### src/rtl/cbz_pkg.sv
// Shared constants, register codes and types for the cubic Bezier plotter.
package cbz_pkg;

   localparam int COORD_BITS_DEF  = 10;
   localparam int T_FRAC_BITS_DEF = 12;

   localparam int PIX_BITS      = 12;
   localparam int INTEN_BITS    = 8;
   localparam int RSP_DATA_BITS = 2 * PIX_BITS + INTEN_BITS;

   localparam int CSR_DATA_BITS = 32;
   localparam int CSR_ADDR_BITS = 5;
   localparam int NUM_REGS      = 8;
   localparam int REG_IDX_BITS  = 3;

   // Register indexes of the control point coordinates.
   localparam logic [REG_IDX_BITS-1:0] REG_P0_X = 3'd0;
   localparam logic [REG_IDX_BITS-1:0] REG_P0_Y = 3'd1;
   localparam logic [REG_IDX_BITS-1:0] REG_P1_X = 3'd2;
   localparam logic [REG_IDX_BITS-1:0] REG_P1_Y = 3'd3;
   localparam logic [REG_IDX_BITS-1:0] REG_P2_X = 3'd4;
   localparam logic [REG_IDX_BITS-1:0] REG_P2_Y = 3'd5;
   localparam logic [REG_IDX_BITS-1:0] REG_P3_X = 3'd6;
   localparam logic [REG_IDX_BITS-1:0] REG_P3_Y = 3'd7;

   // 255 squared: scales the squared distance before the root.
   localparam int GAIN_BITS = 16;
   localparam logic [GAIN_BITS-1:0]  INTEN_GAIN = 16'd65025;
   localparam logic [INTEN_BITS-1:0] INTEN_FULL = 8'd255;

   // Pixel addresses of one point: its own pixel and the nearer neighbors.
   typedef struct packed {
      logic [PIX_BITS-1:0] ix;
      logic [PIX_BITS-1:0] iy;
      logic [PIX_BITS-1:0] nx;
      logic [PIX_BITS-1:0] ny;
   } pix_set_type;

endpackage

### src/rtl/cbz_dist.sv
// Pixel split, neighbor choice and scaled squared distance to the pixel center.
module cbz_dist #(
   parameter int COORD_BITS  = cbz_pkg::COORD_BITS_DEF,
   parameter int T_FRAC_BITS = cbz_pkg::T_FRAC_BITS_DEF
) (
   input  logic                              clock,
   input  logic                              reset,
   input  logic                              in_valid,
   output logic                              in_ready,
   input  logic [COORD_BITS+T_FRAC_BITS-1:0] in_px,
   input  logic [COORD_BITS+T_FRAC_BITS-1:0] in_py,
   output logic                              out_valid,
   input  logic                              out_ready,
   output cbz_pkg::pix_set_type              out_set,
   output logic [2*T_FRAC_BITS+15:0]         out_w
);

   localparam int F   = T_FRAC_BITS;
   localparam int P   = COORD_BITS + F;
   localparam int QW  = 2 * F;
   localparam int W   = 2 * F + cbz_pkg::GAIN_BITS;
   localparam int NST = 3;
   localparam int PB  = cbz_pkg::PIX_BITS;

   localparam logic [F-1:0]  HALF    = F'(1) << (F - 1);
   localparam logic [PB-1:0] PIX_ONE = PB'(1);

   logic [NST-1:0] v_ff;
   logic [NST-1:0] v_src;
   logic [NST:0]   rdy;

   logic [F-1:0]         fx, fy;
   cbz_pkg::pix_set_type set0_in, set0_ff, set1_ff, set2_ff;
   logic [F-1:0]         adx_in, ady_in, adx_ff, ady_ff;
   logic [QW-1:0]        q_in, q_ff;
   logic [W-1:0]         w_in, w_ff;

   always_comb begin
      rdy[NST] = out_ready;
      for (int i = NST - 1; i >= 0; i--) begin
         rdy[i] = !v_ff[i] || rdy[i+1];
      end
   end

   assign v_src     = {v_ff[NST-2:0], in_valid};
   assign in_ready  = rdy[0];
   assign out_valid = v_ff[NST-1];

   always_ff @(posedge clock) begin
      if (reset) begin
         v_ff <= '0;
      end else begin
         for (int i = 0; i < NST; i++) begin
            if (rdy[i]) begin
               v_ff[i] <= v_src[i];
            end
         end
      end
   end

   // The step goes up only when the fraction is strictly above one half.
   always_comb begin
      fx         = in_px[F-1:0];
      fy         = in_py[F-1:0];
      set0_in.ix = PB'(in_px[P-1:F]);
      set0_in.iy = PB'(in_py[P-1:F]);
      set0_in.nx = (fx > HALF) ? set0_in.ix + PIX_ONE : set0_in.ix - PIX_ONE;
      set0_in.ny = (fy > HALF) ? set0_in.iy + PIX_ONE : set0_in.iy - PIX_ONE;
      adx_in     = (fx >= HALF) ? fx - HALF : HALF - fx;
      ady_in     = (fy >= HALF) ? fy - HALF : HALF - fy;
      q_in       = adx_ff * adx_ff + ady_ff * ady_ff;
      w_in       = q_ff * cbz_pkg::INTEN_GAIN;
   end

   always_ff @(posedge clock) begin
      if (rdy[0]) begin
         set0_ff <= set0_in;
         adx_ff  <= adx_in;
         ady_ff  <= ady_in;
      end
      if (rdy[1]) begin
         set1_ff <= set0_ff;
         q_ff    <= q_in;
      end
      if (rdy[2]) begin
         set2_ff <= set1_ff;
         w_ff    <= w_in;
      end
   end

   assign out_set = set2_ff;
   assign out_w   = w_ff;

endmodule

### config.mk
export PLATFORM = sky130hd
export DESIGN_NAME = cbz_dist
export DESIGN_NICKNAME = d
export VERILOG_FILES = /design/src/rtl/cbz_pkg.sv /design/src/rtl/cbz_dist.sv
export SDC_FILE = /design/constraint.sdc
export NUM_CORES = 1
export LEC_CHECK = 0
export BUFFER_PORTS_ARGS = -buffer_cell sky130_fd_sc_hd__buf_4
export CAP_MARGIN = 20
export CELL_PAD_IN_SITES_DETAIL_PLACEMENT = 2
export CELL_PAD_IN_SITES_GLOBAL_PLACEMENT = 2
export CORE_MARGIN = 2
export CORE_UTILIZATION = 25
export CTS_BUF_LIST = sky130_fd_sc_hd__clkbuf_2 sky130_fd_sc_hd__clkbuf_4 sky130_fd_sc_hd__clkbuf_8
export CTS_CLUSTER_SIZE = 24
export DETAILED_ROUTE_END_ITERATION = 8
export HOLD_SLACK_MARGIN = 0.02
export PLACE_DENSITY_LB_ADDON = 0.1
export SLEW_MARGIN = 30
export SYNTH_ARGS = -nofsm -noshare
export SYNTH_HDL_FRONTEND = slang
export SYNTH_SLANG_ARGS = --single-unit
### constraint.sdc
create_clock -name clock -period 6.3 [get_ports clock]
set_input_delay 0.945 -clock clock [delete_from_list [all_inputs] [get_ports clock]]
set_output_delay 0.945 -clock clock [all_outputs]
set_load 0.03 [all_outputs]
==> results.cfg <==
[run_status]
outcome = finished clean

[yosys]
syn_inst = 1721
yosys_warnings = 0
ys_top_cells_by_area = edfxtp_1, fa_1, ha_1, inv_1, xnor2_1
yosysMostFrequentCell = inv_1
synth_cell_types = 66
synth_common_cells = inv_1, fa_1, ha_1
synth_top_area_cell = edfxtp_1
ys_ff_latch = 223
yosysSeqAreaShare = 0.323
synth-edff-count = 220
syn_area_per_cell_um2 = 12.0
async_flop_share = 0
synth_top_area_frac = 0.321
netlist_area_um2 = 20600
synthFlopType = edfxtp_1

[sta]
slew_headroom = 0.423
rsz0062_at_grt = true
setup_tns_ps = 0
period_share = 0.987
setup_viol = 0
worst_pin_slew_ps = 865
post-route-min-period_ps = 6220
report.final.slew_viol_count = 0
hold_violations = 0
fmax_ghz = 0.161
skew_ps = 23.3

[critical_path]
required_ps = 6670
cp_slowest_cell = fa_1
crit_buf_inv = 5
cpLargestDelayFamily = adder cells
critPathLaunchType = flip-flop
crit_path_end_kind = flip-flop
criticalPathCategory = reg -> reg
cp_max_fo = 7
arrival_ps = 6590
crit_top_cell = fa_1
crit_chain = buf_6 > and2_4 > fa_1 > inv_2 > fa_1 > inv_2 > fa_1 > fa_1 > fa_2 > fa_1 > inv_2 > fa_1 > inv_2 > ha_4 > a21oi_2 > o21ai_0 > o22a_2 > a41o_4 > a221oi_2 > xnor2_1
critPathMaxStageDelay_ps = 590

[placement]
portBuffers = 133
routabilityCongestion = 0.752
dpl.hpwl_um = 45600

[finish]
finish.utilization = 0.308
nNetsFinal = 2584
drive_gt1_frac = 0.213
syn_to_final_growth_pct = 22.2

[run]
cap_violations = 0

[global_routing]
overflow = 0
grt_pass1_vias = 15739
antenna_found_initial = 2
grt_max_degree = 62
grt_use_total = 0.132
grt_pass1_wl_um = 87800

[drt]
vias = 13214
drt-wirelength-per-cell_um = 17.5
wl_um = 54200
drt_iter0_markers = 242
detail_route.first_pass.iterations = 4
ant_nets = 0
viasPerCell = 4.26
drc_errors = 0

[clocking]
clock-sinks = 223
cts_made_buffers = 47
worstSkewPairLatency_ps = 640
clockRootBuffer = clkbuf_8
cts_tree = built
htreeDepth = 2
cts_max_path_buffers = 3
path_clk_slew_ps = 60

[floorplanning]
start_util = 0.252
die_w_um = 291
io_pins = 138
die_area_um2 = 84700
row_count = 105
die_h_um = 291
coreArea_um2 = 81800

[min_path]
hold_class = reg -> reg
layout by cell type, fill, tap and decap left out, types with 47 or more instances in the layout:
cell type / Yosys / routed
and2_1: 69 / 60
buf_4: 4 / 257
clkbuf_8: 0 / 47
edfxtp_1: 220 / 220
fa_1: 302 / 287
ha_1: 228 / 219
inv_1: 359 / 346
nand2_1: 88 / 80
nor2_1: 56 / 56
xnor2_1: 50 / 48
registers in the layout (all words and copies together) (netlist names):
register	flops
set1_ff	44
out_w	40
ady_ff	12
q_ff	24
v_ff	3
out_set	44
adx_ff	12
set0_ff	44
cell type report:
type	count	area, um2
diodes	1	2.50
clock buffers	54	699
well taps	1070	1340
inverters	360	1350
multi-input cells	1102	12800
repair buffers	272	2130
flip-flops and latches	223	6670
fillers	8783	56700
clock inverters	22	240
what timing repair did:
item,4_1_cts,5_1_grt
pin swaps,13,54
hold buffers,0,0
resized for setup,13,81
endpoints found under the hold margin,0,0
buffers inserted,10,19
setup endpoints to repair,10,10
cells by family after synthesis:
| family | share of synthesized area |
|---|---|
| adder cells (fa/ha/maj) | 0.432 |
| AND/OR/NAND/NOR | 0.0766 |
| AO/OA/AOI/OAI | 0.0533 |
| buffers and inverters | 0.0734 |
| other | 0.000182 |
| multiplexers | 0.00261 |
| flip-flops | 0.323 |
| XOR/XNOR | 0.0387 |
stage by stage:
step                std cells  cell area [um2]  worst slack (ps)  hold slack, ps
floorplan                1724            20600              41.6             400
global route             3104            25200              -113             413
global placement         2998            23700              -112             400
CTS                      3084            24700             -38.1             410
finish                   3104            25200              82.7             410
detailed placement       2998            23700              -149             405
worst paths after layout:
check,start,endpoint,slack [ps],depth (start not counted)
worst max-delay path,ady_ff[9],q_ff[23],80,20
worst min-delay path,set1_ff[14],out_set[14],410,0
worst max register to register,ady_ff[9],q_ff[23],80,20
worst min register to register,set1_ff[14],out_set[14],410,0
per-layer routing:
layer / track usage / vias to the layer above / wire, um / part of all wire
met5: 0 / - / 0 / 0
met4: 0.0313 / 0 / 1120 / 0.021
met3: 0.0286 / 59 / 2310 / 0.043
met2: 0.233 / 147 / 27900 / 0.51
met1: 0.163 / 6854 / 22900 / 0.42
li1: - / 6154 / - / -
Power is not shown: default switching activity piles up to over one toggle a cycle in this logic, so the estimate is an artifact.
