[src/rtl/cbz_pkg.sv]
// Shared constants, register codes and types for the cubic Bezier plotter.
package cbz_pkg;

   localparam int COORD_BITS_DEF  = 10;
   localparam int T_FRAC_BITS_DEF = 12;

   localparam int PIX_BITS      = 12;
   localparam int INTEN_BITS    = 8;
   localparam int RSP_DATA_BITS = 2 * PIX_BITS + INTEN_BITS;

   localparam int CSR_DATA_BITS = 32;
   localparam int CSR_ADDR_BITS = 5;
   localparam int NUM_REGS      = 8;
   localparam int REG_IDX_BITS  = 3;

   // Register indexes of the control point coordinates.
   localparam logic [REG_IDX_BITS-1:0] REG_P0_X = 3'd0;
   localparam logic [REG_IDX_BITS-1:0] REG_P0_Y = 3'd1;
   localparam logic [REG_IDX_BITS-1:0] REG_P1_X = 3'd2;
   localparam logic [REG_IDX_BITS-1:0] REG_P1_Y = 3'd3;
   localparam logic [REG_IDX_BITS-1:0] REG_P2_X = 3'd4;
   localparam logic [REG_IDX_BITS-1:0] REG_P2_Y = 3'd5;
   localparam logic [REG_IDX_BITS-1:0] REG_P3_X = 3'd6;
   localparam logic [REG_IDX_BITS-1:0] REG_P3_Y = 3'd7;

   // 255 squared: scales the squared distance before the root.
   localparam int GAIN_BITS = 16;
   localparam logic [GAIN_BITS-1:0]  INTEN_GAIN = 16'd65025;
   localparam logic [INTEN_BITS-1:0] INTEN_FULL = 8'd255;

   // Pixel addresses of one point: its own pixel and the nearer neighbors.
   typedef struct packed {
      logic [PIX_BITS-1:0] ix;
      logic [PIX_BITS-1:0] iy;
      logic [PIX_BITS-1:0] nx;
      logic [PIX_BITS-1:0] ny;
   } pix_set_type;

endpackage

[src/rtl/cbz_root.sv]
// Pipelined integer square roots of w and w/2, two result bits per stage.
module cbz_root #(
   parameter int T_FRAC_BITS = cbz_pkg::T_FRAC_BITS_DEF
) (
   input  logic                      clock,
   input  logic                      reset,
   input  logic                      in_valid,
   output logic                      in_ready,
   input  cbz_pkg::pix_set_type      in_set,
   input  logic [2*T_FRAC_BITS+15:0] in_w,
   output logic                      out_valid,
   input  logic                      out_ready,
   output cbz_pkg::pix_set_type      out_set,
   output logic [T_FRAC_BITS+7:0]    out_ortho,
   output logic [T_FRAC_BITS+7:0]    out_diag
);

   localparam int W  = 2 * T_FRAC_BITS + cbz_pkg::GAIN_BITS;
   localparam int RW = W / 2;
   localparam int NS = (RW + 1) / 2;

   logic [NS-1:0] v_ff;
   logic [NS-1:0] v_src;
   logic [NS:0]   rdy;

   logic [W-1:0]         rad_in  [NS][2], rad_ff  [NS][2];
   logic [RW+1:0]        rem_in  [NS][2], rem_ff  [NS][2];
   logic [RW-1:0]        root_in [NS][2], root_ff [NS][2];
   cbz_pkg::pix_set_type set_ff  [NS];

   always_comb begin
      rdy[NS] = out_ready;
      for (int i = NS - 1; i >= 0; i--) begin
         rdy[i] = !v_ff[i] || rdy[i+1];
      end
   end

   assign v_src     = {v_ff[NS-2:0], in_valid};
   assign in_ready  = rdy[0];
   assign out_valid = v_ff[NS-1];

   always_ff @(posedge clock) begin
      if (reset) begin
         v_ff <= '0;
      end else begin
         for (int i = 0; i < NS; i++) begin
            if (rdy[i]) begin
               v_ff[i] <= v_src[i];
            end
         end
      end
   end

   // Restoring digit recurrence: bring down two radicand bits, try 4q+1 with q the partial root.
   always_comb begin
      logic [W-1:0]  r;
      logic [RW+1:0] m;
      logic [RW+1:0] mn;
      logic [RW+1:0] tr;
      logic [RW-1:0] q;
      for (int s = 0; s < NS; s++) begin
         for (int l = 0; l < 2; l++) begin
            if (s == 0) begin
               r = (l == 0) ? in_w : (in_w >> 1);
               m = '0;
               q = '0;
            end else begin
               r = rad_ff[s-1][l];
               m = rem_ff[s-1][l];
               q = root_ff[s-1][l];
            end
            for (int j = 0; j < 2; j++) begin
               if (2 * s + j < RW) begin
                  mn = {m[RW-1:0], r[W-1:W-2]};
                  r  = r << 2;
                  tr = {q, 2'b01};
                  if (mn >= tr) begin
                     m = mn - tr;
                     q = {q[RW-2:0], 1'b1};
                  end else begin
                     m = mn;
                     q = {q[RW-2:0], 1'b0};
                  end
               end
            end
            rad_in[s][l]  = r;
            rem_in[s][l]  = m;
            root_in[s][l] = q;
         end
      end
   end

   always_ff @(posedge clock) begin
      for (int s = 0; s < NS; s++) begin
         if (rdy[s]) begin
            rad_ff[s]  <= rad_in[s];
            rem_ff[s]  <= rem_in[s];
            root_ff[s] <= root_in[s];
            set_ff[s]  <= (s == 0) ? in_set : set_ff[(s == 0) ? 0 : s - 1];
         end
      end
   end

   assign out_set   = set_ff[NS-1];
   assign out_ortho = root_ff[NS-1][0];
   assign out_diag  = root_ff[NS-1][1];

endmodule

[config.mk]
export PLATFORM = sky130hd
export DESIGN_NAME = cbz_root
export DESIGN_NICKNAME = d
export VERILOG_FILES = /design/src/rtl/cbz_pkg.sv /design/src/rtl/cbz_root.sv
export SDC_FILE = /design/constraint.sdc
export NUM_CORES = 2
export LEC_CHECK = 0
export BUFFER_PORTS_ARGS = -buffer_cell sky130_fd_sc_hd__buf_2
export CORE_UTILIZATION = 57
export CTS_CLUSTER_DIAMETER = 60
export DETAILED_ROUTE_END_ITERATION = 10
export GPL_TIMING_DRIVEN = 0
export PLACE_DENSITY_LB_ADDON = 0.12
export SYNTH_ARGS = -nofsm -noshare
export SYNTH_HDL_FRONTEND = slang
export SYNTH_SLANG_ARGS = --single-unit
[constraint.sdc]
create_clock -name clock -period 12.87 [get_ports clock]
set_input_delay 2.574 -clock clock [delete_from_list [all_inputs] [get_ports clock]]
set_output_delay 2.574 -clock clock [all_outputs]
set_load 0.01 [all_outputs]
==> metrics.md <==
| Metric | Value |
|---|---|
| Area contributors post-synth | `edfxtp_1 55%, ha_1 8.8%, xnor2_1 4.0%` |
| Synthesized instance count | `5,781` |
| Setup Buffers After CTS | `0` |
| CP required | `10,300 ps` |
| Inserted Clock Buffers | `139` |
| Top cell by count, worst path | `buf_8` |
| Reg power frac | `39.0%` |
| Global-route wire length before repair | `229,500 um` |
| ANT nets after route | `0` |
| Status | `complete, no violations` |
| Root Driver | `clkbuf_16` |
| Initial antenna violation count | `0` |
| Lkg Pwr | `31.12 nW` |
| DRT iter0 DRCs | `2,595` |
| Core area | `0.1164 mm^2` |
| Area Overhead vs Synth | `11.88%` |
| Grt ovf | `0` |
| I/O Buffers | `180` |
| Tmin final | `10,290 ps` |
| Worst-Margin Slew | `1221 ps` |
| Reg area | `0.03696 mm^2` |
| Final hold viol count | `0` |
| CTS Hold Buffers Added | `0` |
| Slowest-stage cell, CP | `nand4_1` |
| Met1 usage | `27.54%` |
| Max Buffers Root-to-Sink | `3` |
| Pint | `9.683 mW` |
| Arrival @ worst endpoint | `7710 ps` |
| Die ar. | `0.1190 mm^2` |
| Met3 GRT Util | `2.951%` |
| # resized after CTS | `0` |
| Post-Syn Area | `0.06707 mm^2` |
| DP Wirelength | `111,500 um` |
| Crit Path Max Fanout | `38` |
| Diode count | `0` |
| Share of cells above drive strength 1 | `9.479%` |
| Worst path max stage delay | `970 ps` |
| Synth cell types | `101` |
| CTS tree | `built` |
| Max-slew headroom | `17.55%` |
| Vias in the first global route | `44,329` |
| Top FF cell, synth | `edfxtp_1` |
| Leading area contributor after synthesis | `edfxtp_1` |
| Synth warn | `0` |
| Worst hold slack | `407.9 ps` |
| H-tree depth | `4` |
| Register bit total from synthesis | `1,234` |
| Setup TNS | `0 ps` |
| Pin count of the biggest net entering global routing | `92` |
| WL/cell | `18.77 um` |
| M2 GR Usage | `45.17%` |
| RSZ-0062 raised after global routing | `no` |
| CP top delay family | `simple AND/OR/NAND/NOR gates` |
| DRC violations left | `0` |
| Worst Hold Class | `flop to flop` |
| FFs w/ async S/R, synth | `0%` |
| Multi-input logic area | `0.02833 mm^2` |
| Power density cells | `193.6 mW/mm^2` |
| Worst Setup End Kind | `output pin` |
| Drt first pass iters | `6` |
| Worst Path Buf+Inv | `8` |
| Later-pin clock latency in the skew report | `770 ps` |
| Slew Viols, Final | `0` |
| Post-synth EDFFs | `1,224` |
| Post-Layout Cell Count | `7,759` |
| Post-synth top area share | `54.80%` |
| Std cell rows | `125` |
| # IOs | `182` |
| Max Cap Violations | `0` |
| Element type at the critical path start | `primary input` |
| # fillers | `9,007` |
| Via density | `5.753` |
| Total clock sinks | `1,234` |
| Fin util | `64.49%` |
| Initial Util | `57.64%` |
| Sw Ratio | `33.37%` |
| Achievable Freq | `97.21 MHz` |
| CTS clk-pin slew, worst paths | `50 ps` |
| Combinational power share | `34.1%` |
| VDD IR max | `0.1373 mV` |
| Register area share after synthesis | `55.10%` |
| GRT Max-Usage Layer | `met2` |
| Worst-path cell chain | `buf_2 -> nor2b_1 -> and2_1 -> and3_1 -> nand3_4 -> buf_12 -> nor2_1 -> nand4_1 -> buf_16 -> buf_8 -> buf_8 -> buf_8 -> buf_8 -> buf_2` |
| Die Ht | `345.0 um` |
| Final worst-path cycle share | `79.93%` |
| Worst Skew | `26.62 ps` |
| Final setup fails | `0` |
| P_sw | `4.848 mW` |
| Overall die width | `345.0 um` |
| Tot Pwr | `14.53 mW` |
| Clock Power Share | `26.8%` |
| Syn avg cell area | `11.60 um^2` |
| Number of placed instances, taps included | `7,508` |
| Vias post-DR | `44,640` |
| Type of the worst setup path | `primary input to output pin` |
| Final nets | `6,687` |
| Routed Wire Length | `145,600 um` |
| RD Place Congestion | `0.9382` |
| Tot GR Track Use | `24.22%` |
## kinds of logic after synthesis
group | share of synthesized area [%]
xor gates and xnor gates | 6.281
muxes | 2.024
adders and majority gates | 8.767
AOI/OAI and AO/OA | 13.10
buffers and inverters | 2.750
DFF | 55.10
other | 0.005591
and+or+nand+nor | 11.97
## sequential cells by signal, summed over array words and instances (netlist names)
name     cells
root_ff    220
rad_ff     189
rem_ff     335
set_ff     480
v_ff        10
## area by class of cell
type | count | area share [%]
timing repair buffer | 202 | 1.871
clock inverter | 86 | 1.241
multi-input combinational | 4064 | 37.76
clock buffer | 165 | 4.864
buffer | 104 | 0.5502
inverter | 380 | 1.931
sequential | 1234 | 49.25
tap | 1524 | 2.541
## per-stage QoR
stage	setup WS, ps	instance area (um^2)
finish	2583	75040
global route	2215	75040
CTS	2528	75040
detailed placement	2597	70460
global placement	-4217	69890
floorplan	1315	67080
## path summary, 6_finish.rpt
check,from,endpoint,slack (ps),depth (start not counted)
hold / removal,rad_ff[1][45],rad_ff[2][49],410,0
setup / recovery,out_ready,in_ready,2580,14
hold reg to reg,rad_ff[1][45],rad_ff[2][49],410,0
setup reg to reg,rad_ff[7][34],rem_ff[8][17],5670,22
## placed cells by master, fill, tap and decap left out, types with 26 or more instances in the layout
master and instances:
edfxtp_1 1224, ha_1 470, nand2_1 439, nor2_1 411
a21oi_1 381, inv_1 370, xnor2_1 306, o21ai_0 305
buf_2 189, xor2_1 175, a21o_1 157, nor3_1 147
clkbuf_16 142, nand3_1 113, clkbuf_1 103, mux2_2 89
nand4_1 84, o21a_1 78, nand2b_1 62, o31ai_1 58
nor2b_1 57, nor4_1 51, or3_1 44, a211oi_1 43
a31oi_1 37, o21bai_1 37, o211ai_1 36, mux2i_1 34
and3_1 33, and2_1 30, or2_2 26, clkinv_1 26
## synthesized netlist by cell type, drive strengths merged, types with 13 or more instances
cell type / n
xor2: 175
nand2: 442
nor4b: 15
nor4: 52
mux2i: 34
nand3: 116
o211ai: 36
o31a: 22
a21o: 157
and2: 31
clkbuf: 81
xnor2: 306
nor3b: 21
ha: 470
edfxtp: 1224
buf: 23
o2111ai: 20
o21bai: 37
or3: 46
nor2: 411
o21a: 78
mux2: 90
and3: 33
nand4: 84
and4: 14
or2: 29
a21boi: 14
o31ai: 59
or4: 25
nand2b: 62
inv: 377
a31oi: 37
o21ai: 309
o41ai: 15
nor3: 147
a21oi: 381
a211o: 13
a211oi: 45
nor2b: 57
## routing by layer
layer  vias to the layer above  part of all wire (%)
met5                         -                     0
met1                     21133                    40
li1                      22362                     -
met2                       840                    52
met3                       305                   3.0
met4                         0                   4.2
## power groups by stage
stage / Clock, mW / Combinational (mW) / Sequential, mW
2_1_floorplan: 0 / 3.89 / 5.59
3_3_place_gp: 0 / 4.83 / 5.72
3_5_place_dp: 0 / 4.89 / 5.75
4_1_cts: 3.99 / 4.94 / 5.67
5_1_grt: 4.14 / 5.51 / 5.74
6_report: 3.90 / 4.96 / 5.67
(Power assumes the default switching activity.)
