## config.mk

```make
export PLATFORM = sky130hd
export DESIGN_NAME = cbz_emit
export DESIGN_NICKNAME = d
export VERILOG_FILES = /design/src/rtl/cbz_pkg.sv /design/src/rtl/cbz_emit.sv
export SDC_FILE = /design/constraint.sdc
export NUM_CORES = 1
export LEC_CHECK = 0
export BUFFER_PORTS_ARGS = -buffer_cell sky130_fd_sc_hd__buf_2
export CORE_MARGIN = 5
export CORE_UTILIZATION = 43
export CTS_CLUSTER_DIAMETER = 100
export CTS_CLUSTER_SIZE = 12
export DETAILED_ROUTE_END_ITERATION = 16
export GPL_TIMING_DRIVEN = 0
export PLACE_DENSITY = 0.74
export SETUP_SLACK_MARGIN = 0.3
export SLEW_MARGIN = 20
export SYNTH_ARGS = -nofsm -noshare
export SYNTH_HDL_FRONTEND = slang
export SYNTH_SLANG_ARGS = --single-unit
```

## constraint.sdc

```tcl
create_clock -name clock -period 3 [get_ports clock]
set_clock_uncertainty 0.1 [all_clocks]
set_input_delay 0.45 -clock clock [delete_from_list [all_inputs] [get_ports clock]]
set_output_delay 0.45 -clock clock [all_outputs]
set_load 0.02 [all_outputs]
```

## src/rtl/cbz_pkg.sv

```systemverilog
// Shared constants, register codes and types for the cubic Bezier plotter.
package cbz_pkg;

   localparam int COORD_BITS_DEF  = 10;
   localparam int T_FRAC_BITS_DEF = 12;

   localparam int PIX_BITS      = 12;
   localparam int INTEN_BITS    = 8;
   localparam int RSP_DATA_BITS = 2 * PIX_BITS + INTEN_BITS;

   localparam int CSR_DATA_BITS = 32;
   localparam int CSR_ADDR_BITS = 5;
   localparam int NUM_REGS      = 8;
   localparam int REG_IDX_BITS  = 3;

   // Register indexes of the control point coordinates.
   localparam logic [REG_IDX_BITS-1:0] REG_P0_X = 3'd0;
   localparam logic [REG_IDX_BITS-1:0] REG_P0_Y = 3'd1;
   localparam logic [REG_IDX_BITS-1:0] REG_P1_X = 3'd2;
   localparam logic [REG_IDX_BITS-1:0] REG_P1_Y = 3'd3;
   localparam logic [REG_IDX_BITS-1:0] REG_P2_X = 3'd4;
   localparam logic [REG_IDX_BITS-1:0] REG_P2_Y = 3'd5;
   localparam logic [REG_IDX_BITS-1:0] REG_P3_X = 3'd6;
   localparam logic [REG_IDX_BITS-1:0] REG_P3_Y = 3'd7;

   // 255 squared: scales the squared distance before the root.
   localparam int GAIN_BITS = 16;
   localparam logic [GAIN_BITS-1:0]  INTEN_GAIN = 16'd65025;
   localparam logic [INTEN_BITS-1:0] INTEN_FULL = 8'd255;

   // Pixel addresses of one point: its own pixel and the nearer neighbors.
   typedef struct packed {
      logic [PIX_BITS-1:0] ix;
      logic [PIX_BITS-1:0] iy;
      logic [PIX_BITS-1:0] nx;
      logic [PIX_BITS-1:0] ny;
   } pix_set_type;

endpackage

```

## src/rtl/cbz_emit.sv

```systemverilog
// Output stage: holds one point and issues its four pixel writes in order.
module cbz_emit (
   input  logic                                clock,
   input  logic                                reset,
   input  logic                                in_valid,
   output logic                                in_ready,
   input  cbz_pkg::pix_set_type                in_set,
   input  logic [cbz_pkg::INTEN_BITS-1:0]      in_ortho,
   input  logic [cbz_pkg::INTEN_BITS-1:0]      in_diag,
   output logic                                out_valid,
   input  logic                                out_ready,
   output logic [cbz_pkg::PIX_BITS-1:0]        out_x,
   output logic [cbz_pkg::PIX_BITS-1:0]        out_y,
   output logic [cbz_pkg::INTEN_BITS-1:0]      out_inten,
   output logic                                out_blend,
   output logic                                out_last
);

   localparam logic [1:0] WR_CENTER = 2'd0;
   localparam logic [1:0] WR_HORIZ  = 2'd1;
   localparam logic [1:0] WR_VERT   = 2'd2;
   localparam logic [1:0] WR_DIAG   = 2'd3;

   logic                             hold_v_ff;
   logic [1:0]                       cnt_ff;
   cbz_pkg::pix_set_type             set_ff;
   logic [cbz_pkg::INTEN_BITS-1:0]   ortho_ff, diag_ff;

   assign in_ready  = !hold_v_ff || (out_ready && cnt_ff == WR_DIAG);
   assign out_valid = hold_v_ff;

   always_ff @(posedge clock) begin
      if (reset) begin
         hold_v_ff <= 1'b0;
         cnt_ff    <= WR_CENTER;
      end else begin
         if (hold_v_ff && out_ready) begin
            cnt_ff <= cnt_ff + 2'd1;
         end
         if (in_ready) begin
            hold_v_ff <= in_valid;
         end
      end
   end

   always_ff @(posedge clock) begin
      if (in_ready && in_valid) begin
         set_ff   <= in_set;
         ortho_ff <= in_ortho;
         diag_ff  <= in_diag;
      end
   end

   always_comb begin
      unique case (cnt_ff)
         WR_CENTER: begin
            out_x     = set_ff.ix;
            out_y     = set_ff.iy;
            out_inten = cbz_pkg::INTEN_FULL;
            out_blend = 1'b0;
            out_last  = 1'b0;
         end
         WR_HORIZ: begin
            out_x     = set_ff.nx;
            out_y     = set_ff.iy;
            out_inten = ortho_ff;
            out_blend = 1'b1;
            out_last  = 1'b0;
         end
         WR_VERT: begin
            out_x     = set_ff.ix;
            out_y     = set_ff.ny;
            out_inten = ortho_ff;
            out_blend = 1'b1;
            out_last  = 1'b0;
         end
         WR_DIAG: begin
            out_x     = set_ff.nx;
            out_y     = set_ff.ny;
            out_inten = diag_ff;
            out_blend = 1'b1;
            out_last  = 1'b1;
         end
      endcase
   end

endmodule

```

==> results.sh, run 1 <==
export IMPL_status="completed"
export IMPL_grt_busiest_layer="met2"
export IMPL_vias_per_cell=4.78
export IMPL_drt_wl_total_um=4660
export IMPL_drv_cap=0
export IMPL_rows=28
export IMPL_synth_cells=124
export IMPL_firstDrtPassIters=4
export IMPL_maxSlewViolCount=0
export IMPL_timing_final_hold_violations=0
export IMPL_synth_most_common_cell="edfxtp_1"
export IMPL_cts_buffers=9
export IMPL_stdcell_count=318
export IMPL_place_inst=302
export IMPL_drcViolationCount=0
export IMPL_io_pin_count=104
export IMPL_grt_max_degree=65
export IMPL_grtUsageMet3=0.0341
export IMPL_cp_end_kind="output port"
export IMPL_wire_per_inst_um=14.6
export IMPL_syn2layout_area_growth_pct=30.7
export IMPL_track_usage=0.127
export IMPL_synth_distinct_cells=19
export IMPL_place_congestion=0.755
export IMPL_synth_edf_count=64
export IMPL_clock_latency_ps=320
export IMPL_p_per_area_nw_per_um2=597
export IMPL_cts_tree="built"
export IMPL_cp_required_ps=2450
export IMPL_hp_class="in -> reg"
export IMPL_arrival_ps=1970
export IMPL_grt_overflow_total=0
export IMPL_fillers=483
export IMPL_rrSetupSlack_ps=850
export IMPL_core_area_um2=5890
export IMPL_yosysTopAreaCellShare=0.745
export IMPL_initial_utilization=0.438
export IMPL_drive_gt1_frac=0.634
export IMPL_met1_usage=0.147
export IMPL_slew_headroom=0.475
export IMPL_setup_violations_final=0
export IMPL_post_route_period_util=0.839
export IMPL_syn_nets=197
export IMPL_slowest_delay_ps=410
export IMPL_die_x_um=87.4
export IMPL_hold_buffers=0
export IMPL_holdCritStartpoint="in_set[26]"
export IMPL_grt_pass1_vias=1577
export IMPL_hpwlAfterDp_um=3410
export IMPL_fmax_mhz=397
export IMPL_cts_resized=0
export IMPL_clock_path_buffers=2
export IMPL_reg2reg_depth=4
export IMPL_ys_flop_type="edfxtp_1"
export IMPL_tightest_slew_ps=787
export IMPL_yosys_warnings=0
export IMPL_netlist_top_cells_count="64 x edfxtp_1, 15 x mux2_2, 10 x mux2_4"
export IMPL_netlist_top_cells_area="edfxtp_1 75%, mux2_2 6.6%, mux2_4 5.8%, a221o_2 3.5%, ha_1 2.4%"
export IMPL_slowest_stage="dfxtp_1"
export IMPL_io_buffers=103
export IMPL_met2_usage=0.206
export IMPL_final_nets=311
export IMPL_avgSynthCellArea_um2=20.8
export IMPL_start_kind="flop"
export IMPL_postRouteAntennaNets=0
export IMPL_insertedDiodeCount=0
export IMPL_htreeDepth=3
export IMPL_power_leakage_uw=0.00141
export IMPL_grt_pass1_wl_um=7180
export IMPL_r2r_start="cnt_ff[0]"
export IMPL_r2r_end="set_ff[3]"
export IMPL_cts_setup_buffers=0
export IMPL_seq_area_frac_synth=0.769
export IMPL_critical_path_class="reg -> out"
export IMPL_syn_cell_area_um2=2580
export IMPL_cp_cell_sequence="inv_1 -> ha_1 -> nor2_2 -> buf_4 -> mux2_2 -> buf_2"
export IMPL_synth_seq_cells=67
export IMPL_ys_async_sr_fraction=0
export IMPL_die_height_um=87.4
export IMPL_max_vdd_ir_drop_mv=0.347
export IMPL_vias=1520
export IMPL_min_path_cells=1
export IMPL_path_clk_slew_ps=70
export IMPL_holdWs_ps=201
export IMPL_min_period_ps=2520
export IMPL_rsz0062_at_grt="false"
export IMPL_critPathMaxFanout=10
export IMPL_cts_sinks=67
export IMPL_setup_tns_ps=0
export IMPL_drt_iter0_markers=62
export IMPL_cts_root_buf="clkbuf_8"
export IMPL_hold_path_endpoint="set_ff[26]"
export IMPL_die_area_um2=7650
export IMPL_antenna_found_initial=0
export IMPL_yosys_area_top_type="edfxtp_1"
## layout by cell type (no fill, tap or decap), types with 3 or more instances in the layout
master	count
buf_2	103
edfxtp_1	64
mux2_2	15
mux2_4	10
clkbuf_8	9
a221o_2	8
clkbuf_1	6
ha_1	5
inv_1	4
dfxtp_1	3
## per-layer routing
layer  routed length, um  share of wire
met4                  68          0.015
met3                 383          0.082
met5                   0              0
met2                2340           0.50
met1                1870           0.40
## cell families after synthesis
family                     share of synthesized area
muxes                                          0.124
AOI/OAI and AO/OA                             0.0437
adders and majority gates                     0.0243
buffers and inverters                         0.0218
and+or+nand+nor                               0.0180
DFF                                            0.769
## where the power goes
group	switching, uW	internal (uW)	total [uW]
Combinational	128	106	234
Sequential	13.5	1090	1100
Clock	294	381	676
Total	436	1570	2010
## critical path, delay by kind of cell (launching register included)
| kind | cells | cell delay [ps] |
|---|---|---|
| buffers and inverters | 3 | 490 |
| DFF | 1 | 410 |
| muxes | 1 | 350 |
| adders and majority gates | 1 | 220 |
| and+or+nand+nor | 1 | 160 |
## through the flow
| step | util | total power (uW) | setup WS (ps) | area, um^2 |
|---|---|---|---|---|
| floorplan | - | 1260 | 548 | 2580 |
| global placement | 0.542 | 1350 | 477 | 3190 |
| detailed placement | 0.542 | 1360 | 756 | 3190 |
| CTS | 0.572 | 2040 | 362 | 3370 |
| global route | 0.573 | 2100 | 360 | 3370 |
| finish | 0.573 | 2010 | 484 | 3370 |
## flip-flops by register name, summed over array words and instances, names as in the netlist
signal     flops
set_ff        48
diag_ff        8
ortho_ff       8
cnt_ff         2
out_valid      1
## cell type report
cell class                 instances  area (um^2)  share of cell area
sequential                        67         1980               0.588
tap                               75         93.8              0.0278
clock inverter                     3         38.8              0.0115
clock buffer                      13          139              0.0412
timing repair buffer             103          515               0.153
buffer                             5         41.3              0.0122
multi-input combinational         48          546               0.162
inverter                           4         15.0             0.00445
## how the worst max path moves through the flow
| stage | depth (start not counted) | to | from | slack [ps] |
|---|---|---|---|---|
| after floorplan | 4 | diag_ff[0] | cnt_ff[0] | 550 |
| after global placement | 4 | set_ff[2] | cnt_ff[0] | 480 |
| after detailed placement | 6 | out_y[3] | cnt_ff[0] | 760 |
| after CTS | 6 | out_y[3] | cnt_ff[0] | 360 |
| after global routing | 6 | out_y[3] | cnt_ff[0] | 360 |
| final | 6 | out_y[8] | cnt_ff[0] | 480 |
No activity file was read; power rests on OpenSTA's default activity.
==> run 2, diff against run 1 <==
clock period = 2.3 ns   (was 3 ns; I/O delays follow)
==> run 2 against run 1 <==
Compared with the run above:
- non-clock buffer count grew 8
- sequential power grew 31%
- global-route usage grew 1.7 points
- critical endpoint is now out_x[7]
- critical path depth grew 1
- via count grew 1.8%
- critical path type unchanged
- largest power group unchanged
- highest routed layer unchanged
- clock power grew 33%
- core utilization grew 6.4 points
- clock-buffer cell count shrank 3
- design area grew 11%
- total power grew 36%
- die area is the same
- flip-flop and latch count is the same
==> results.sh, run 2 (synthesized netlist as in run 1, its figures left out) <==
export IMPL_initial_utilization=0.438
export IMPL_postRouteAntennaNets=0
export IMPL_final_cell_mix="73 x buf_2, 64 x edfxtp_1, 26 x buf_6"
export IMPL_stdcell_count=327
export IMPL_vias=1548
export IMPL_layout_commonest_cell="buf_2"
export IMPL_p_per_area_nw_per_um2=730
export IMPL_clock_latency_ps=330
export IMPL_finalPower_uw=2740
export IMPL_hp_class="in -> reg"
export IMPL_rsz0062_at_grt="true"
export IMPL_insertedDiodeCount=0
export IMPL_grt_pass1_vias=1646
export IMPL_largest_register_ffs=48
export IMPL_die_height_um=87.4
export IMPL_syn2layout_area_growth_pct=45.3
export IMPL_setup_violations_final=0
export IMPL_vias_per_cell=4.73
export IMPL_critical_path_class="reg -> out"
export IMPL_drt_wl_total_um=5310
export IMPL_grt_pass1_wl_um=8020
export IMPL_clock_path_buffers=2
export IMPL_top_regs="set_ff: 48 flops, diag_ff: 8 flops, ortho_ff: 8 flops"
export IMPL_cp_required_ps=1860
export IMPL_cts_sinks=67
export IMPL_antenna_found_initial=0
export IMPL_cts_root_buf="clkbuf_8"
export IMPL_wire_per_inst_um=16.2
export IMPL_fmax_mhz=444
export IMPL_max_vdd_ir_drop_mv=0.470
export IMPL_largest_register="set_ff"
export IMPL_io_buffers=103
export IMPL_fin_ws_ps=46.4
export IMPL_place_inst=302
export IMPL_dp_slack_ps=194
export IMPL_place_congestion=0.704
export IMPL_track_usage=0.144
export IMPL_maxSlewViolCount=0
export IMPL_die_x_um=87.4
export IMPL_firstDrtPassIters=4
export IMPL_drv_cap=0
export IMPL_hpwlAfterDp_um=3420
export IMPL_rows=28
export IMPL_start_kind="flop"
export IMPL_die_area_um2=7650
export IMPL_setup_tns_ps=0
export IMPL_hold_buffers=0
export IMPL_final_nets=320
export IMPL_core_area_um2=5890
export IMPL_htreeDepth=3
export IMPL_drcViolationCount=0
export IMPL_timing_final_hold_violations=0
export IMPL_holdWs_ps=84.1
export IMPL_drt_iter0_markers=57
export IMPL_critPathMaxFanout=5
export IMPL_io_pin_count=104
export IMPL_cts_buffers=9
export IMPL_grt_max_degree=33
export IMPL_cp_end_kind="output port"
export IMPL_post_route_period_util=0.980
export IMPL_cts_tree="built"
export IMPL_path_clk_slew_ps=70
export IMPL_status="completed"
export IMPL_slew_headroom=0.720
export IMPL_arrival_ps=1810
export IMPL_grt_overflow_total=0
export IMPL_power_leakage_uw=0.00161
export IMPL_min_period_ps=2250
export IMPL_drive_gt1_frac=0.690
export IMPL_tightest_slew_ps=420
run 2: per-layer routing:
layer	track usage	part of all wire	vias to the layer above
met1	0.169	0.39	736
li1	-	-	739
met4	0.0879	0.018	0
met2	0.237	0.52	66
met5	0	0	-
met3	0.0369	0.074	7
run 2: timing repair:
action,CTS,global route
setup buffers,6,0
endpoints found under the hold margin,0,0
gates resized for setup,66,20
pin swaps,4,1
cloned,3,0
endpoints found under the setup margin,96,33
run 2: critical path, stage by stage, from the launching register on:
cell	delay, ps
dfxtp_4	370
ha_4	160
buf_8	110
nor2_4	140
buf_6	120
buf_8	120
mux2_4	310
buf_6	130
run 2: where the power goes:
group | internal, uW | switching (uW) | total [uW]
Sequential | 1420 | 20.7 | 1440
Clock | 491 | 409 | 900
Combinational | 214 | 185 | 400
run 2: worst paths after layout:
check | from | endpoint | slack, ps | depth (start not counted)
setup / recovery | cnt_ff[0] | out_x[7] | 50 | 7
hold / removal | in_ortho[2] | ortho_ff[2] | 80 | 1
setup reg to reg | cnt_ff[0] | set_ff[40] | 480 | 5
hold reg to reg | out_valid | cnt_ff[1] | 460 | 2
run 2: cell type report:
| class | count | area [um^2] |
|---|---|---|
| fillers | 440 | 2140 |
| flip-flops and latches | 67 | 1990 |
| repair buffers | 111 | 777 |
| multi-input cells | 49 | 628 |
| clock buffers | 10 | 128 |
| well taps | 75 | 93.8 |
| plain buffers | 5 | 60.1 |
| clock inverters | 6 | 56.3 |
| inverters | 4 | 15.0 |
run 2: metrics by stage:
stage	cell area (um^2)	utilization
3_3_place_gp	3200	0.544
6_report	3750	0.637
2_1_floorplan	2590	-
3_5_place_dp	3200	0.544
5_1_grt	3750	0.637
4_1_cts	3680	0.626
==> run 3, diff against run 2 <==
CORE_ASPECT_RATIO = 2   (was unset)
==> run 3 against run 2 <==
Compared with the run above:
- wire length decreased by 2.1%
- final cell count down 3.7%
- largest cell class unchanged
- register-to-register slack lost 40 ps
- flip-flop and latch count unchanged
- via count up 1.1%
- design area increased by 1.9%
- sequential power barely moved
- critical endpoint is now out_y[4]
- clock power increased by 59%
==> results.sh, run 3 (synthesized netlist as in run 1, its figures left out) <==
export IMPL_drive_gt1_frac=0.694
export IMPL_min_period_ps=2210
export IMPL_wire_per_inst_um=16.5
export IMPL_core_area_um2=5910
export IMPL_rsz0062_at_grt="true"
export IMPL_holdCritStartpoint="in_set[1]"
export IMPL_grt_pass1_wl_um=8040
export IMPL_rows=40
export IMPL_clock_latency_ps=320
export IMPL_r2r_start="cnt_ff[1]"
export IMPL_cp_required_ps=1860
export IMPL_place_congestion=0.669
export IMPL_cts_sinks=67
export IMPL_fillers=422
export IMPL_cts_tree="built"
export IMPL_setup_violations_final=0
export IMPL_postRouteAntennaNets=0
export IMPL_drt_iter0_markers=73
export IMPL_holdWs_ps=94.4
export IMPL_critical_path_class="reg -> out"
export IMPL_power_leakage_uw=0.00163
export IMPL_min_path_cells=1
export IMPL_arrival_ps=1770
export IMPL_slew_headroom=0.714
export IMPL_clock_path_buffers=2
export IMPL_timing_final_hold_violations=0
export IMPL_crit_family="buffers and inverters"
export IMPL_vias_per_cell=4.97
export IMPL_track_usage=0.142
export IMPL_start_kind="flop"
export IMPL_layout_commonest_cell="buf_2"
export IMPL_post_route_period_util=0.961
export IMPL_top_regs="set_ff: 48 flops, diag_ff: 8 flops, ortho_ff: 8 flops"
export IMPL_die_height_um=120
export IMPL_firstDrtPassIters=4
export IMPL_antenna_found_initial=0
export IMPL_die_x_um=64.8
export IMPL_cp_end_kind="output port"
export IMPL_die_area_um2=7740
export IMPL_drt_wl_total_um=5200
export IMPL_fmax_mhz=452
export IMPL_path_clk_slew_ps=50
export IMPL_cts_root_buf="clkbuf_16"
export IMPL_drcViolationCount=0
export IMPL_rrSetupSlack_ps=440
export IMPL_final_core_util=0.647
export IMPL_critPathBufInv=3
export IMPL_cts_buffers=9
export IMPL_syn2layout_area_growth_pct=48.1
export IMPL_hp_class="in -> reg"
export IMPL_htreeDepth=3
export IMPL_slowest_delay_ps=370
export IMPL_critPathMaxFanout=5
export IMPL_io_pin_count=104
export IMPL_largest_register="set_ff"
export IMPL_insertedDiodeCount=0
export IMPL_drv_cap=0
export IMPL_reg2reg_depth=5
export IMPL_place_inst=290
export IMPL_grt_overflow_total=0
export IMPL_maxSlewViolCount=0
export IMPL_final_cell_mix="79 x buf_2, 64 x edfxtp_1, 25 x buf_6"
export IMPL_hpwlAfterDp_um=3440
export IMPL_grt_max_degree=33
export IMPL_cp_cell_sequence="inv_2 -> ha_2 -> nor2_4 -> buf_6 -> mux2_2 -> buf_4"
export IMPL_stdcell_count=315
export IMPL_setup_tns_ps=0
export IMPL_io_buffers=103
export IMPL_hold_path_endpoint="set_ff[1]"
export IMPL_slowest_stage="dfxtp_4"
export IMPL_max_vdd_ir_drop_mv=0.621
export IMPL_vias=1565
export IMPL_final_nets=320
export IMPL_finalPower_uw=3260
export IMPL_status="completed"
export IMPL_p_per_area_nw_per_um2=854
export IMPL_tightest_slew_ps=429
export IMPL_grt_pass1_vias=1662
export IMPL_initial_utilization=0.437
export IMPL_r2r_end="set_ff[6]"
export IMPL_largest_register_ffs=48
## run 3: timing repair
item / in CTS / in global routing
pin swaps: 4 / 0
setup buffers: 6 / 0
cloned: 3 / 0
resized for setup: 63 / 11
hold buffers: 0 / 0
setup endpoints to repair: 96 / 40
## run 3: per-layer routing
metal  GRT usage  share of wire  vias to the layer above
met3      0.0590           0.11                       10
met2       0.223           0.48                       91
met1       0.164           0.39                      726
li1            -              -                      738
met5           0              0                        -
met4      0.0755          0.022                        0
## run 3: worst reg2reg max path, cell delays in order (launching register included)
cell	delay, ps
dfxtp_4	370
ha_4	170
buf_8	110
buf_4	160
a21bo_4	170
and2_4	420
## run 3: stage by stage
stage	setup slack [ps]	cell area (um^2)
2_1_floorplan	350	2590
3_3_place_gp	234	3190
3_5_place_dp	205	3190
4_1_cts	81.5	3780
5_1_grt	13.9	3820
6_report	89.2	3820
## run 3: final cells by class
| cell class | instances | area, um^2 | area share |
|---|---|---|---|
| sequential | 67 | 1990 | 0.521 |
| buffer | 5 | 60.1 | 0.0157 |
| clock inverter | 5 | 77.6 | 0.0203 |
| tap | 63 | 78.8 | 0.0206 |
| clock buffer | 11 | 243 | 0.0636 |
| inverter | 4 | 15.0 | 0.00393 |
| timing repair buffer | 111 | 746 | 0.195 |
| multi-input combinational | 49 | 609 | 0.160 |
## run 3: worst max path at each step
stage                     startpoint          to  depth (start not counted)
after global placement     cnt_ff[0]    out_y[8]                          6
after floorplan            cnt_ff[1]  diag_ff[0]                          4
final                      cnt_ff[0]    out_y[4]                          6
after detailed placement   cnt_ff[0]    out_y[4]                          6
after CTS                  cnt_ff[1]    out_x[1]                          7
after global routing       cnt_ff[1]   out_x[10]                          7
## run 3: power by group
| part | total, uW | switching [uW] | internal, uW |
|---|---|---|---|
| Combinational | 388 | 184 | 204 |
| Sequential | 1440 | 20.4 | 1420 |
| Clock | 1430 | 460 | 973 |
